===== src/hdl/adcplc_pkg.sv =====
package adcplc_pkg;

  localparam int unsigned GAIN_MV_DEF    = 16500;
  localparam int unsigned ADC_BITS_DEF   = 12;
  localparam int unsigned CAL_POINTS_DEF = 4;

  localparam int unsigned NUM_PTS    = 4;
  localparam int unsigned PT_IDX_W   = 2;
  localparam int unsigned REG_IDX_W  = 3;
  localparam int unsigned APB_ADDR_W = REG_IDX_W + 2;
  localparam int unsigned APB_DATA_W = 32;

  localparam int unsigned MV_W   = 15;
  localparam int unsigned CORR_W = 16;

  typedef logic [MV_W-1:0] mv_t;
  typedef logic signed [CORR_W-1:0] corr_t;

  localparam mv_t   MV_MAX   = '1;
  localparam corr_t CORR_MAX = {1'b0, {(CORR_W-1){1'b1}}};
  localparam corr_t CORR_MIN = {1'b1, {(CORR_W-1){1'b0}}};

  localparam mv_t MEAS_RST [NUM_PTS] = '{15'd960, 15'd1700, 15'd2060, 15'd3080};
  localparam mv_t ACT_RST  [NUM_PTS] = '{15'd1720, 15'd2520, 15'd2890, 15'd3930};

endpackage


===== src/hdl/adcplc_if.sv =====
interface adcplc_in_if #(
  parameter int unsigned SAMPLE_W = adcplc_pkg::ADC_BITS_DEF
);
  logic                valid;
  logic                ready;
  logic [SAMPLE_W-1:0] adc_sample;

  modport source (output valid, output adc_sample, input ready);
  modport sink (input valid, input adc_sample, output ready);
endinterface

interface adcplc_out_if;
  logic              valid;
  logic              ready;
  adcplc_pkg::mv_t   raw_mv;
  adcplc_pkg::corr_t corrected_mv;
  logic              table_fault;

  modport source (output valid, output raw_mv, output corrected_mv, output table_fault,
                  input ready);
  modport sink (input valid, input raw_mv, input corrected_mv, input table_fault,
                output ready);
endinterface


===== src/hdl/adc_piecewise_linear_calibration_top.sv =====
// Converts each ADC code to millivolts, raw = floor(code * GAIN_MV / 2^ADC_BITS) saturated
// to 15 bits, and corrects it through a piecewise-linear table of CAL_POINTS breakpoint
// pairs: interpolation inside the table, extrapolation from the end segments outside it,
// division truncating toward zero and the result saturated to 16 bits signed. If the used
// measured points are not strictly increasing, table_fault is set and the raw value is
// passed through. One item is taken every clock cycle while the output is not stalled.
// Most of the pipeline is the segment divider, which resolves one quotient bit per
// pipeline stage over 17 stages. Every stage holds its item independently, so the input
// keeps accepting items while a result waits at the output until all 23 stages are full.
// Registers sit on the APB port
// at byte address 4*i: measured points 0..3 at 0x00..0x0C and true points 0..3 at
// 0x10..0x1C, 15 bits each; write them only while no item is in flight.
module adc_piecewise_linear_calibration_top #(
  parameter int unsigned GAIN_MV    = adcplc_pkg::GAIN_MV_DEF,
  parameter int unsigned ADC_BITS   = adcplc_pkg::ADC_BITS_DEF,
  parameter int unsigned CAL_POINTS = adcplc_pkg::CAL_POINTS_DEF
) (
  input  logic                                clk_i,
  input  logic                                rst_ni,
  adcplc_in_if.sink                           samp_i,
  adcplc_out_if.source                        res_o,
  input  logic                                psel,
  input  logic                                penable,
  input  logic                                pwrite,
  input  logic [adcplc_pkg::APB_ADDR_W-1:0]   paddr,
  input  logic [adcplc_pkg::APB_DATA_W-1:0]   pwdata,
  output logic [adcplc_pkg::APB_DATA_W-1:0]   prdata,
  output logic                                pready
);

  localparam int unsigned MV_W     = adcplc_pkg::MV_W;
  localparam int unsigned PT_IDX_W = adcplc_pkg::PT_IDX_W;
  localparam int unsigned GAIN_W   = 16;
  localparam int unsigned PROD_W   = ADC_BITS + GAIN_W;
  localparam int unsigned DIFF_W   = MV_W + 1;
  localparam int unsigned NUM_W    = 2 * DIFF_W;
  localparam int unsigned QW       = 17;
  localparam int unsigned REM_W    = MV_W + QW;
  localparam int unsigned SUM_W    = QW + 2;
  localparam int unsigned NSTG     = QW + 6;

  typedef struct packed {
    logic [REM_W-1:0]  rem;
    logic [QW-1:0]     quo;
    adcplc_pkg::mv_t   den;
    adcplc_pkg::mv_t   t0;
    adcplc_pkg::mv_t   raw;
    logic              neg;
    logic              ovf;
    logic              fault;
  } div_t;

  // Configuration registers.
  adcplc_pkg::mv_t meas_q [adcplc_pkg::NUM_PTS];
  adcplc_pkg::mv_t act_q  [adcplc_pkg::NUM_PTS];
  logic [adcplc_pkg::REG_IDX_W-1:0] reg_idx;
  logic                             tbl_sel;
  logic [PT_IDX_W-1:0]              pt_idx;

  assign reg_idx = paddr[adcplc_pkg::APB_ADDR_W-1:2];
  assign tbl_sel = reg_idx[adcplc_pkg::REG_IDX_W-1];
  assign pt_idx  = reg_idx[PT_IDX_W-1:0];
  assign pready  = 1'b1;

  always_ff @(posedge clk_i or negedge rst_ni) begin
    if (!rst_ni) begin
      meas_q <= adcplc_pkg::MEAS_RST;
      act_q  <= adcplc_pkg::ACT_RST;
    end else if (psel && penable && pwrite && pready) begin
      if (tbl_sel) begin
        act_q[pt_idx] <= pwdata[MV_W-1:0];
      end else begin
        meas_q[pt_idx] <= pwdata[MV_W-1:0];
      end
    end
  end

  always_comb begin
    prdata = adcplc_pkg::APB_DATA_W'(tbl_sel ? act_q[pt_idx] : meas_q[pt_idx]);
  end

  // Stage enables: a stage moves when it is empty or its successor moves.
  logic [NSTG-1:0] v_q;
  logic [NSTG-1:0] en;

  always_comb begin
    en[NSTG-1] = !v_q[NSTG-1] || res_o.ready;
    for (int s = NSTG - 2; s >= 0; s--) begin
      en[s] = !v_q[s] || en[s+1];
    end
  end

  assign samp_i.ready = en[0];

  always_ff @(posedge clk_i or negedge rst_ni) begin
    if (!rst_ni) begin
      v_q <= '0;
    end else begin
      if (en[0]) begin
        v_q[0] <= samp_i.valid;
      end
      for (int s = 1; s < NSTG; s++) begin
        if (en[s]) begin
          v_q[s] <= v_q[s-1];
        end
      end
    end
  end

  // Stage 0: scale the sample.
  logic [PROD_W-1:0] prod_q;

  always_ff @(posedge clk_i) begin
    if (en[0]) begin
      prod_q <= PROD_W'(ADC_BITS'(samp_i.adc_sample)) * PROD_W'(GAIN_MV);
    end
  end

  // Stage 1: saturate, check the table and pick the segment.
  logic [GAIN_W-1:0]   raw_full;
  adcplc_pkg::mv_t     raw_s1;
  logic                fault_s1;
  logic [PT_IDX_W-1:0] seg;
  logic [PT_IDX_W-1:0] seg_nxt;
  adcplc_pkg::mv_t     raw1_q, m0_q, m1_q, t0_1_q, t1_q;
  logic                fault1_q;

  always_comb begin
    raw_full = prod_q[PROD_W-1 -: GAIN_W];
    raw_s1   = (raw_full > GAIN_W'(adcplc_pkg::MV_MAX)) ? adcplc_pkg::MV_MAX
                                                        : raw_full[MV_W-1:0];
    fault_s1 = 1'b0;
    for (int i = 0; i < int'(CAL_POINTS) - 1; i++) begin
      if (meas_q[PT_IDX_W'(i)] >= meas_q[PT_IDX_W'(i + 1)]) begin
        fault_s1 = 1'b1;
      end
    end
    seg = PT_IDX_W'(CAL_POINTS - 2);
    for (int i = int'(CAL_POINTS) - 3; i >= 0; i--) begin
      if (raw_s1 <= meas_q[PT_IDX_W'(i + 1)]) begin
        seg = PT_IDX_W'(i);
      end
    end
    seg_nxt = seg + 1'b1;
  end

  always_ff @(posedge clk_i) begin
    if (en[1]) begin
      raw1_q   <= raw_s1;
      fault1_q <= fault_s1;
      m0_q     <= meas_q[seg];
      m1_q     <= meas_q[seg_nxt];
      t0_1_q   <= act_q[seg];
      t1_q     <= act_q[seg_nxt];
    end
  end

  // Stage 2: segment differences.
  logic signed [DIFF_W-1:0] dx_q, dy_q;
  adcplc_pkg::mv_t          raw2_q, t0_2_q, den2_q;
  logic                     fault2_q;

  always_ff @(posedge clk_i) begin
    if (en[2]) begin
      dx_q     <= $signed({1'b0, raw1_q}) - $signed({1'b0, m0_q});
      dy_q     <= $signed({1'b0, t1_q}) - $signed({1'b0, t0_1_q});
      den2_q   <= m1_q - m0_q;
      raw2_q   <= raw1_q;
      t0_2_q   <= t0_1_q;
      fault2_q <= fault1_q;
    end
  end

  // Stage 3: numerator.
  logic signed [NUM_W-1:0] num_q;
  adcplc_pkg::mv_t         raw3_q, t0_3_q, den3_q;
  logic                    fault3_q;

  always_ff @(posedge clk_i) begin
    if (en[3]) begin
      num_q    <= dx_q * dy_q;
      raw3_q   <= raw2_q;
      t0_3_q   <= t0_2_q;
      den3_q   <= den2_q;
      fault3_q <= fault2_q;
    end
  end

  // Stage 4: magnitude, sign and quotient overflow.
  div_t dv_q [QW+1];
  div_t dv_s4;

  always_comb begin
    dv_s4.neg   = num_q[NUM_W-1];
    dv_s4.rem   = dv_s4.neg ? REM_W'(-num_q) : REM_W'(num_q);
    dv_s4.ovf   = dv_s4.rem >= (REM_W'(den3_q) << QW);
    dv_s4.quo   = '0;
    dv_s4.den   = den3_q;
    dv_s4.t0    = t0_3_q;
    dv_s4.raw   = raw3_q;
    dv_s4.fault = fault3_q;
  end

  always_ff @(posedge clk_i) begin
    if (en[4]) begin
      dv_q[0] <= dv_s4;
    end
  end

  // Restoring divider, one quotient bit per stage, most significant first.
  for (genvar j = 1; j <= QW; j++) begin : g_div
    localparam int unsigned K = QW - j;
    div_t             dv_d;
    logic [REM_W-1:0] dsh;

    always_comb begin
      dv_d = dv_q[j-1];
      dsh  = REM_W'(dv_q[j-1].den) << K;
      if (dv_q[j-1].rem >= dsh) begin
        dv_d.rem    = dv_q[j-1].rem - dsh;
        dv_d.quo[K] = 1'b1;
      end
    end

    always_ff @(posedge clk_i) begin
      if (en[4+j]) begin
        dv_q[j] <= dv_d;
      end
    end
  end

  // Output stage: apply sign, add the segment base and saturate, or pass the raw value on a table fault.
  logic signed [QW:0]      qs;
  logic signed [SUM_W-1:0] sum;
  adcplc_pkg::corr_t       corr_d;
  adcplc_pkg::corr_t       corr_q;
  adcplc_pkg::mv_t         raw_q;
  logic                    fault_q;

  always_comb begin
    qs  = dv_q[QW].neg ? -$signed({1'b0, dv_q[QW].quo}) : $signed({1'b0, dv_q[QW].quo});
    sum = $signed(SUM_W'(dv_q[QW].t0)) + SUM_W'(qs);
    if (dv_q[QW].fault) begin
      corr_d = $signed({1'b0, dv_q[QW].raw});
    end else if (dv_q[QW].ovf) begin
      corr_d = dv_q[QW].neg ? adcplc_pkg::CORR_MIN : adcplc_pkg::CORR_MAX;
    end else if (sum > SUM_W'(adcplc_pkg::CORR_MAX)) begin
      corr_d = adcplc_pkg::CORR_MAX;
    end else if (sum < SUM_W'(adcplc_pkg::CORR_MIN)) begin
      corr_d = adcplc_pkg::CORR_MIN;
    end else begin
      corr_d = sum[adcplc_pkg::CORR_W-1:0];
    end
  end

  always_ff @(posedge clk_i) begin
    if (en[NSTG-1]) begin
      corr_q  <= corr_d;
      raw_q   <= dv_q[QW].raw;
      fault_q <= dv_q[QW].fault;
    end
  end

  assign res_o.valid        = v_q[NSTG-1];
  assign res_o.raw_mv       = raw_q;
  assign res_o.corrected_mv = corr_q;
  assign res_o.table_fault  = fault_q;

endmodule


===== src/flat_wrapper.sv =====
// flat-port wrapper written by rule: the top's interface ports become plain ports
module adc_piecewise_linear_calibration_top_flat 
#(
  parameter int unsigned GAIN_MV    = adcplc_pkg::GAIN_MV_DEF,
  parameter int unsigned ADC_BITS   = adcplc_pkg::ADC_BITS_DEF,
  parameter int unsigned CAL_POINTS = adcplc_pkg::CAL_POINTS_DEF
)
  (clk_i, rst_ni, psel, penable, pwrite, paddr, pwdata, prdata, pready, samp_i_valid, samp_i_adc_sample, samp_i_ready, res_o_valid, res_o_raw_mv, res_o_corrected_mv, res_o_table_fault, res_o_ready);
  adcplc_in_if samp_i_i ();
  adcplc_out_if res_o_i ();
  input  logic clk_i;
  input  logic rst_ni;
  input  logic psel;
  input  logic penable;
  input  logic pwrite;
  input  logic [adcplc_pkg::APB_ADDR_W-1:0] paddr;
  input  logic [adcplc_pkg::APB_DATA_W-1:0] pwdata;
  output logic [adcplc_pkg::APB_DATA_W-1:0] prdata;
  output logic pready;
  input wire logic [$bits(samp_i_i.valid)-1:0] samp_i_valid;
  input wire logic [$bits(samp_i_i.adc_sample)-1:0] samp_i_adc_sample;
  output wire logic [$bits(samp_i_i.ready)-1:0] samp_i_ready;
  output wire logic [$bits(res_o_i.valid)-1:0] res_o_valid;
  output wire logic [$bits(res_o_i.raw_mv)-1:0] res_o_raw_mv;
  output wire logic [$bits(res_o_i.corrected_mv)-1:0] res_o_corrected_mv;
  output wire logic [$bits(res_o_i.table_fault)-1:0] res_o_table_fault;
  input wire logic [$bits(res_o_i.ready)-1:0] res_o_ready;
  assign samp_i_i.valid = samp_i_valid;
  assign samp_i_i.adc_sample = samp_i_adc_sample;
  assign samp_i_ready = samp_i_i.ready;
  assign res_o_valid = res_o_i.valid;
  assign res_o_raw_mv = res_o_i.raw_mv;
  assign res_o_corrected_mv = res_o_i.corrected_mv;
  assign res_o_table_fault = res_o_i.table_fault;
  assign res_o_i.ready = res_o_ready;
  adc_piecewise_linear_calibration_top #(.GAIN_MV(GAIN_MV), .ADC_BITS(ADC_BITS), .CAL_POINTS(CAL_POINTS)) u_core (.clk_i(clk_i), .rst_ni(rst_ni), .samp_i(samp_i_i), .res_o(res_o_i), .psel(psel), .penable(penable), .pwrite(pwrite), .paddr(paddr), .pwdata(pwdata), .prdata(prdata), .pready(pready));
endmodule

===== config.mk =====
export PLATFORM = sky130hd
export DESIGN_NAME = adc_piecewise_linear_calibration_top_flat
export DESIGN_NICKNAME = d
export VERILOG_FILES = /design/src/hdl/adcplc_pkg.sv /design/src/hdl/adcplc_if.sv /design/src/hdl/adc_piecewise_linear_calibration_top.sv /design/src/flat_wrapper.sv
export SDC_FILE = /design/constraint.sdc
export NUM_CORES = 2
export LEC_CHECK = 0
export ABC_AREA = 1
export BUFFER_PORTS_ARGS = -buffer_cell sky130_fd_sc_hd__buf_2
export CAP_MARGIN = 20
export CORE_MARGIN = 5
export CORE_UTILIZATION = 40
export DETAILED_ROUTE_END_ITERATION = 10
export PLACE_DENSITY = 0.66
export SLEW_MARGIN = 30
export SYNTH_ARGS = -nofsm -noshare
export SYNTH_HDL_FRONTEND = slang
export SYNTH_SLANG_ARGS = --single-unit
export TNS_END_PERCENT = 10

===== constraint.sdc =====
create_clock -name clk_i -period 16.26 [get_ports clk_i]
set_clock_uncertainty 0.1 [all_clocks]
set_input_delay 3.252 -clock clk_i [delete_from_list [all_inputs] [get_ports clk_i]]
set_output_delay 3.252 -clock clk_i [all_outputs]
set_load 0.05 [all_outputs]

==> impl_metrics.json <==
{
  "outcome": "completed",
  "grt_usage": 0.157,
  "hp-class": "flop to flop",
  "rsz0062_at_grt": "no",
  "remaining_drc_errors": 0,
  "setup_viol": 0,
  "clkLatencyLatePin_ns": 0.84,
  "syn_area_per_cell_sq_um": 11.7,
  "drive_gt1_frac": 0.0660,
  "vias": 57985,
  "fmax_mhz": 81.3,
  "nets": 9295,
  "holdPathEnd": "u_core.dv_q[4][19]$_DFFE_PP_",
  "min_period_over_period": 0.757,
  "slowest_stage": "nand4_4",
  "cts_resized": 0,
  "io_buffers": 85,
  "drtIter0Drc": 3526,
  "syn-cell-area_sq_um": 97100,
  "r2r_slack_ns": 9.18,
  "use_met3": 0.0218,
  "ioPinCount": 123,
  "grt_first_pass_wirelength_microns": 319000,
  "max_cap_viol_count": 0,
  "synth_cells": 8293,
  "hpwl_microns": 150000,
  "start_util": 0.403,
  "htreeDepth": 4,
  "cts.reportedPaths.clkPinSlew_ns": 0.06,
  "slew_violations": 0,
  "numCtsBuffers": 197,
  "ys_warn_count": 0,
  "num_rows": 180,
  "synth_edf_count": 1825,
  "yosysSeqAreaShare": 0.602,
  "antenna_found_initial": 7,
  "cts_setup_buffers": 0,
  "busiest_layer": "met2",
  "area_growth_pct": 11.1,
  "async_flop_share": 0.0727,
  "tritoncts": "yes",
  "n_fill_cell": 21692,
  "r2r-start": "u_core.dy_q[1]$_DFFE_PP_",
  "cts_root_buf": "clkbuf_16",
  "hold_buffers": 0,
  "slew_headroom": 0.368,
  "gp_congestion": 0.922,
  "clock_sinks": 1968,
  "drtAntennaViolNets": 0,
  "coreArea_sq_um": 241000,
  "max_stage_delay_ns": 0.61,
  "firstDrtPassIters": 5,
  "worstSetupStartpointType": "input pin",
  "yosys_most_used_dff": "edfxtp_1",
  "die_area_sq_um": 253000,
  "wl_per_cell_microns": 16.6,
  "clock_path_buffers": 3,
  "cp_max_fo": 37,
  "hold_violations": 0,
  "place_inst": 11426,
  "ys_types": 67,
  "grt_pass1_vias": 59559,
  "fin_setup_tns_ns": 0,
  "crit_type": "input pin to output port",
  "fin_cells": 11795,
  "cp_data_arrival_time_ns": 8.95,
  "worstHoldStart": "u_core.dv_q[3][19]$_DFFE_PP_",
  "worst_slew_pin_slew_ns": 0.948,
  "reg2regPathDepth": 18,
  "use_met2": 0.281,
  "r2r-end": "u_core.num_q[28]$_DFFE_PP_",
  "die_h_microns": 503,
  "routed_wl_microns": 196000,
  "synth_seq_cells": 1968,
  "via_per_inst": 4.92,
  "crit_chain": "buf_2, inv_1, nand4_4, nor2_4, nand4_4, nor2_4, nand4_4, nor2_4, nand4_4, nor2_4, nand4_4, nor2_4, nand4_2, buf_2",
  "chipWidth_microns": 503,
  "hold_depth": 0,
  "crit_required_ns": 12.91,
  "grt_start_max_net_pins": 95,
  "grt_overflow_total": 0,
  "crit_path_end_kind": "output port",
  "finalCriticalPeriod_ns": 12.30,
  "grtUsageMet1": 0.194
}
## worst max path at each step
stage                    to   startpoint  depth (start not counted)
2_1_floorplan  samp_i_ready  res_o_ready                         12
5_1_grt        samp_i_ready  res_o_ready                         14
3_3_place_gp   samp_i_ready  res_o_ready                         14
6_report       samp_i_ready  res_o_ready                         14
4_1_cts        samp_i_ready  res_o_ready                         14
3_5_place_dp   samp_i_ready  res_o_ready                         14
## cells in the final DEF, fill, tap and decap left out, types with 39 or more instances in the layout
| cell type | synthesis | layout |
|---|---|---|
| edfxtp_1 | 1825 | 1825 |
| inv_1 | 1328 | 1322 |
| nand2_1 | 1286 | 1279 |
| nor2_1 | 567 | 565 |
| ha_1 | 493 | 493 |
| a21oi_1 | 479 | 478 |
| o21ai_0 | 470 | 470 |
| fa_1 | 305 | 305 |
| xor2_1 | 256 | 256 |
| clkbuf_16 | 0 | 197 |
| xnor2_1 | 186 | 186 |
| nand3_1 | 144 | 131 |
| dfrtp_1 | 102 | 102 |
| buf_2 | 16 | 84 |
| nor3_1 | 77 | 77 |
| nor4_1 | 77 | 75 |
| nand4_1 | 67 | 67 |
| clkbuf_1 | 140 | 48 |
| a31oi_1 | 47 | 47 |
| dfstp_2 | 41 | 41 |
| or2_2 | 38 | 39 |
## worst max-delay path: cells and delay by family
kind,cells,cell delay (ns)
buffers and inverters,3,0.65
and+or+nand+nor,11,4.99
## through the flow
| step | area, sq um | hold WS (ns) | worst slack, ns | util |
|---|---|---|---|---|
| 2_1_floorplan | 97100 | 0.300 | 1.97 | - |
| 3_3_place_gp | 101000 | 0.300 | 4.06 | 0.420 |
| 3_5_place_dp | 101000 | 0.305 | 3.76 | 0.420 |
| 4_1_cts | 108000 | 0.291 | 3.72 | 0.447 |
| 5_1_grt | 108000 | 0.299 | 3.34 | 0.448 |
| 6_report | 108000 | 0.291 | 3.96 | 0.448 |
## per-layer routing
layer	routed length [microns]	part of all wire
met3	8330	0.042
met2	100000	0.51
met5	0	0
met4	6520	0.033
met1	81300	0.41
## kinds of logic (layout without fill, tap and decap cells)
group,after synthesis,after routing,synth area share
XOR/XNOR,442,442,0.0399
adder cells (fa/ha/maj),798,798,0.126
flip-flops,1968,1968,0.602
AO/OA/AOI/OAI,1244,1244,0.0712
AND/OR/NAND/NOR,2317,2317,0.100
buffers and inverters,1522,1821,0.0601
other,2,20,0.0000774
## sequential cells by signal, indices dropped and copies added, names as in the netlist, 16 cells and up
| name | cells |
|---|---|
| u_core.num_q | 32 |
| u_core.dx_q | 16 |
| u_core.dy_q | 16 |
| u_core.meas_q | 60 |
| u_core.res_o.corrected_mv | 16 |
| u_core.dv_q | 1546 |
| u_core.v_q | 23 |
| u_core.act_q | 60 |
## synthesized netlist by cell type (21+ instances only)
master	number	area, sq um
nor3_1	77	385
nor2_1	567	2130
inv_1	1328	4980
xor2_1	256	2240
fa_1	305	6110
or2_2	38	238
buf_4	25	188
dfstp_2	41	1080
nand3_1	144	721
o2111ai_1	21	184
nand2_1	1286	4830
a22oi_1	28	210
nand4_1	67	419
o21ai_0	470	2350
nor4_1	77	482
o21ai_1	32	160
ha_1	493	6170
a31oi_1	47	294
o211ai_1	24	180
dfrtp_1	102	2550
xnor2_1	186	1630
a21oi_1	479	2400
edfxtp_1	1825	54800
clkbuf_1	140	526
## layout make-up
class,instances,area (sq um),area share
Sequential cell,1968,58400,0.542
Antenna cell,2,5.00,0.0000464
Tap cell,3185,3990,0.0369
Multi-Input combinational cell,4819,33100,0.306
Clock inverter,117,1470,0.0137
Timing Repair Buffer,120,758,0.00703
Inverter,1335,5020,0.0465
Clock buffer,249,5160,0.0479
Power is left out: the tool's default activity adds up to more than one toggle a clock period on the data nets, which glitch-free logic cannot reach.
